**config.mk**
```make
export PLATFORM = sky130hd
export DESIGN_NAME = ascending_integer_sorter_unit
export DESIGN_NICKNAME = d
export VERILOG_FILES = /design/src/ais_pkg.sv /design/src/ais_cell.sv /design/src/ascending_integer_sorter_unit.sv
export SDC_FILE = /design/constraint.sdc
export NUM_CORES = 2
export LEC_CHECK = 0
export ABC_AREA = 0
export BUFFER_PORTS_ARGS = -buffer_cell sky130_fd_sc_hd__buf_2
export CAP_MARGIN = 5
export CORE_MARGIN = 1
export CORE_UTILIZATION = 50
export CTS_BUF_LIST = sky130_fd_sc_hd__clkbuf_16
export DETAILED_ROUTE_END_ITERATION = 10
export PLACE_DENSITY = 0.77
export SYNTH_ARGS = -nofsm -noshare
export SYNTH_HDL_FRONTEND = slang
export SYNTH_SLANG_ARGS = --single-unit
```
**constraint.sdc**
```tcl
create_clock -name clk -period 6.6 [get_ports clk]
set_input_delay 0 -clock clk [delete_from_list [all_inputs] [get_ports clk]]
set_output_delay 0 -clock clk [all_outputs]
set_load 0.1 [all_outputs]
```
**src/ais_pkg.sv**
```systemverilog
package ais_pkg;

	localparam int unsigned DEPTH = 32;
	localparam int unsigned DATA_W = 32;
	localparam int unsigned CNT_W = $clog2(DEPTH + 1);

	typedef logic signed [DATA_W-1:0] data_t;
	typedef logic [CNT_W-1:0] cnt_t;

	// Per-cycle command broadcast to every cell of the chain.
	typedef struct packed {
		logic insert;
		logic shift;
	} cell_ctl_t;

endpackage

```
**src/ais_cell.sv**
```systemverilog
module ais_cell (
	input  logic              clk,
	input  ais_pkg::cell_ctl_t ctl,
	input  logic              occupied,
	input  ais_pkg::data_t    new_value,
	input  logic              prev_lt,
	input  ais_pkg::data_t    prev_value,
	input  ais_pkg::data_t    next_value,
	output logic              lt,
	output ais_pkg::data_t    held
);

	ais_pkg::data_t held_q;

	// An empty cell behaves as if it held plus infinity.
	assign lt = occupied && (held_q <= new_value);
	assign held = held_q;

	always_ff @(posedge clk) begin
		if (ctl.insert) begin
			// Cells past the insertion point move one place toward the tail.
			if (!lt) begin
				held_q <= prev_lt ? new_value : prev_value;
			end
		end else if (ctl.shift) begin
			held_q <= next_value;
		end
	end

endmodule

```
**src/ascending_integer_sorter_unit.sv**
```systemverilog
// Sorted insertion chain of DEPTH cells; each cell compares its word with the incoming one.
// Loading: one word per cycle, no stall while a set is collected.
// Draining: the word that closes a set loads the drain count (rem_q); results then leave
// one per cycle while out_stall allows, head of the chain first, input stalled meanwhile.
// Reset (arst_n low, asynchronous) empties the chain and the output register at once.
module ascending_integer_sorter_unit (
	input  logic           clk,
	input  logic           arst_n,
	input  logic           in_valid,
	output logic           in_stall,
	input  ais_pkg::data_t value,
	input  logic           last_in,
	output logic           out_valid,
	input  logic           out_stall,
	output ais_pkg::data_t sorted_value,
	output logic           last_out,
	output logic           overflow
);

	localparam int unsigned N = ais_pkg::DEPTH;

	ais_pkg::cnt_t count_q;
	ais_pkg::cnt_t rem_q;
	logic overflow_seen_q;
	logic drain_ovf_q;
	logic out_valid_q;
	logic out_last_q;
	logic out_ovf_q;
	ais_pkg::data_t out_value_q;

	logic in_acc;
	logic room;
	logic pop;
	ais_pkg::cell_ctl_t ctl;
	logic [N-1:0] lt;
	logic [N-1:0] occ;
	ais_pkg::data_t held [N];

	assign in_stall = (rem_q != '0);
	assign in_acc = in_valid && !in_stall;
	assign room = (count_q < ais_pkg::cnt_t'(N));
	assign pop = (rem_q != '0) && (!out_valid_q || !out_stall);

	assign ctl.insert = in_acc && room;
	assign ctl.shift = pop;

	for (genvar i = 0; i < N; i++) begin : g_cell
		assign occ[i] = (count_q > ais_pkg::cnt_t'(i));
		ais_cell u_cell (
			.clk        (clk),
			.ctl        (ctl),
			.occupied   (occ[i]),
			.new_value  (value),
			.prev_lt    ((i == 0) ? 1'b1 : lt[(i == 0) ? 0 : i-1]),
			.prev_value ((i == 0) ? held[0] : held[(i == 0) ? 0 : i-1]),
			.next_value ((i == N-1) ? held[N-1] : held[(i == N-1) ? N-1 : i+1]),
			.lt         (lt[i]),
			.held       (held[i])
		);
	end

	always_ff @(posedge clk or negedge arst_n) begin
		if (!arst_n) begin
			count_q <= '0;
			rem_q <= '0;
			overflow_seen_q <= 1'b0;
			drain_ovf_q <= 1'b0;
			out_valid_q <= 1'b0;
			out_last_q <= 1'b0;
			out_ovf_q <= 1'b0;
		end else begin
			if (in_acc) begin
				if (last_in) begin
					rem_q <= room ? count_q + ais_pkg::cnt_t'(1) : count_q;
					drain_ovf_q <= overflow_seen_q || !room;
					count_q <= '0;
					overflow_seen_q <= 1'b0;
				end else if (room) begin
					count_q <= count_q + ais_pkg::cnt_t'(1);
				end else begin
					overflow_seen_q <= 1'b1;
				end
			end else if (pop) begin
				rem_q <= rem_q - ais_pkg::cnt_t'(1);
			end
			if (pop) begin
				out_valid_q <= 1'b1;
				out_last_q <= (rem_q == ais_pkg::cnt_t'(1));
				out_ovf_q <= drain_ovf_q;
			end else if (!out_stall) begin
				out_valid_q <= 1'b0;
			end
		end
	end

	always_ff @(posedge clk) begin
		if (pop) begin
			out_value_q <= held[0];
		end
	end

	assign out_valid = out_valid_q;
	assign sorted_value = out_value_q;
	assign last_out = out_last_q;
	assign overflow = out_ovf_q;

	a_count_bound: assert property (@(posedge clk) disable iff (!arst_n)
		count_q <= ais_pkg::cnt_t'(N))
		else $error("element count exceeds chain depth");

	a_rem_bound: assert property (@(posedge clk) disable iff (!arst_n)
		rem_q <= ais_pkg::cnt_t'(N))
		else $error("drain count exceeds chain depth");

	a_close_drains: assert property (@(posedge clk) disable iff (!arst_n)
		in_acc && last_in |=> rem_q != '0)
		else $error("closing word started no drain");

	a_more_follow: assert property (@(posedge clk) disable iff (!arst_n)
		out_valid && !out_stall && !last_out |-> rem_q != '0)
		else $error("word without last flag but nothing left to drain");

endmodule

```
==> results.toml <==
[yosys]
ys_seq_elements = 1073
syn_avg_cell_area_um2 = 10.3
synthSimpleGateAreaFrac_pct = 11.6
syn_inst = 7363
synth_ff_type = "edfxtp_1"
yosysWarnings = 0
synth_fa_ha_area_share_pct = 16.5
synth-edff-count = 1056
syn_nets = 8398
synthXorXnorAreaFrac_pct = 0.0347
yosys-mux-area-fraction_pct = 12.8
synth-seq-area-share_pct = 42.4
synth_cell_types = 78
synth_top_family_by_area = "adder cells"
ys_async_sr_fraction_pct = 1.58
synth_compound_area_share_pct = 13.7
synth_area_um2 = 75800

[run]
max_cap_violations = 0

[global_route]
grt_pass1_vias = 60200
overflow = 0
grt_usage_pct = 30.3
antenna_found_initial = 12
grt_pass1_wl_um = 360000
grt_start_max_net_pins = 298

[placed_design]
dp_hpwl_um = 173000
io_buffer_count = 72
globalplace.congestion = 0.955
dp.cells = 9194

[worst_setup_path]
ff2ff_path_depth = 8
critPathArrivalTime_ps = 5340
cp-end-kind = "flop"
start_kind = "flop"
critPathRequiredTime_ps = 6970
worstSetupPathType = "flop to flop"
cp_max_fo = 32

[clock_tree]
cts_buffers = 115
insertion_delay_ps = 770
cts_buffer_depth = 3
clk_pin_slew_ps = 60
cts.sinks = 1073
htreeDepth = 3
post_cts_buffers = 0
ctsResizeCount = 0
cts-hold-fix-buffers = 17
cts_tree = "built"
cts_root_buf = "clkbuf_16"

[drt]
drt_pass1_iterations = 6
vias = 61300
antenna_left = 0
avgViaCountPerCell = 6.50
totalWireLength_um = 236000
wl_per_cell_um = 25.0
drtIter0Drc = 6965
drc = 0

[floorplan]
initial_utilization_pct = 50.5
chipWidth_um = 391
die_h_um = 391
dieArea_um2 = 153000
io_pins = 73
rows = 142
core-area_um2 = 150000

[hold_path]
hold_path_depth = 4
worst_hold_path_type = "input port to flop"

[pwr]
leakagePower_nw = 39.1
p_switching_mw = 9.07
power_frac_clock_pct = 26.6
ir_worst_vdd_v = 0.000239
p_total_mw = 25.2
combinationalPowerShare_pct = 29.6
power.density_nw_per_um2 = 307
seq_power_share_pct = 43.7
p_sw_share_pct = 35.9
internal-power_mw = 16.2

[layout]
area_growth_pct = 8.50
layout-drive-gt1-share_pct = 6.57
fin_nets = 8348
fillers = 12800
stdcell_count = 9431

[sta]
fin_setup_tns_ps = 0
period_needed_ps = 4960
worst_slew_pin_slew_ps = 1360
drv_slew = 0
post-route-period-util_pct = 75.2
hold_viol = 0
worst_clock_skew_ps = 37.8
slew_headroom_pct = 7.83
rsz0062_at_grt = "false"
fmax_mhz = 202
final-setup-viol-count = 0

[outcome]
status = "completed"
[path summary, 6_finish.rpt]
check / start / endpoint / slack (ps)
min: out_stall / out_valid$_DFFE_PN0P_ / 40
max in group asynchronous: arst_n / count_q[0]$_DFFE_PN0P_ / 6190
max: count_q[4]$_DFFE_PN0P_ / g_cell[26].u_cell.held[9]$_DFFE_PP_ / 1640
min reg2reg: last_out$_DFFE_PN0P_ / last_out$_DFFE_PN0P_ / 480
min in group asynchronous: arst_n / out_valid$_DFFE_PN0P_ / 250
max reg2reg: count_q[4]$_DFFE_PN0P_ / g_cell[26].u_cell.held[9]$_DFFE_PP_ / 1640
[sequential cells by signal (all words and copies together), names as in the netlist]
name / count
out_valid: 1
rem_q: 6
drain_ovf_q: 1
g_cell.u_cell.held: 1024
overflow_seen_q: 1
count_q: 6
last_out: 1
sorted_value: 32
overflow: 1
[cell usage after synthesis, drive strengths merged, types with 20 or more instances]
master | count | share of area (%)
nand2 | 1179 | 5.8
edfxtp | 1056 | 42
ha | 998 | 16
o21ai | 971 | 6.4
mux2i | 933 | 12
a21oi | 502 | 3.3
clkbuf | 284 | 1.4
nand4 | 239 | 2.0
nor2 | 214 | 1.2
buf | 146 | 1.2
nand3 | 138 | 0.92
inv | 92 | 0.46
o211ai | 72 | 0.72
a211oi | 67 | 0.67
a21o | 57 | 0.56
nor4 | 42 | 0.35
nor2b | 41 | 0.34
nor3 | 40 | 0.29
a2111oi | 34 | 0.45
mux2 | 33 | 0.49
or4 | 22 | 0.22
a221oi | 20 | 0.24
[worst max-delay path: stages, from the launching register on]
cell	delay, ps
dfrtp_1	900
nand2_1	620
o32ai_1	1230
nor2_1	90
o2bb2ai_1	210
nor2_4	790
nand2_1	120
nand2_1	100
buf_4	500
[layout by cell type (no fill, tap or decap), drive strengths merged, types with 120 or more instances in the layout]
cell type	Yosys	routed
nor2	214	214
buf	146	247
nand4	239	239
ha	998	998
nand3	138	138
inv	92	120
nand2	1179	1179
mux2i	933	933
edfxtp	1056	1056
o21ai	971	971
a21oi	502	502
[per-layer routing]
layer	global-route usage (%)	vias up	part of all wire [%]	routed length (um)
li1	-	27900	-	-
met4	19.5	8	7.1	16700
met2	49.0	3239	46	109000
met3	5.03	784	8.5	20000
met5	0	-	0.020	47
met1	37.5	29400	38	90600
[power by group through the flow]
stage / Sequential, mW / Clock, mW / Combinational (mW)
2_1_floorplan: 10.7 / 0 / 5.07
3_3_place_gp: 11.1 / 0 / 6.89
3_5_place_dp: 11.1 / 0 / 7.27
4_1_cts: 11.0 / 6.75 / 7.35
5_1_grt: 11.2 / 6.99 / 8.31
6_report: 11.0 / 6.73 / 7.47
[kinds of logic after synthesis]
kind of cell             Yosys count
AO/OA/AOI/OAI                   1837
XOR/XNOR                           3
adder cells (fa/ha/maj)          998
buffers and inverters            523
flip-flops                      1073
multiplexers                     966
AND/OR/NAND/NOR                 1963
[final cells by class]
cell class / instances / area (um2) / area share (%)
Multi-Input combinational cell: 5767 / 41500 / 50.5
Sequential cell: 1073 / 32100 / 39.1
Clock buffer: 117 / 2930 / 3.56
Clock inverter: 95 / 852 / 1.04
Tap cell: 2016 / 2520 / 3.07
Timing Repair Buffer: 263 / 1940 / 2.36
Antenna cell: 7 / 17.5 / 0.0213
Inverter: 93 / 357 / 0.433
[metrics by stage]
step	hold WS, ps	utilization [%]	area (um2)	setup slack (ps)
finish	40.0	54.8	82300	1640
global route	48.6	54.8	82300	1570
CTS	6.92	54.8	82200	1860
detailed placement	7.40	52.1	78300	1610
global placement	5.66	52.1	78300	1750
floorplan	-296	-	75800	1360
(Power assumes the default switching activity.)
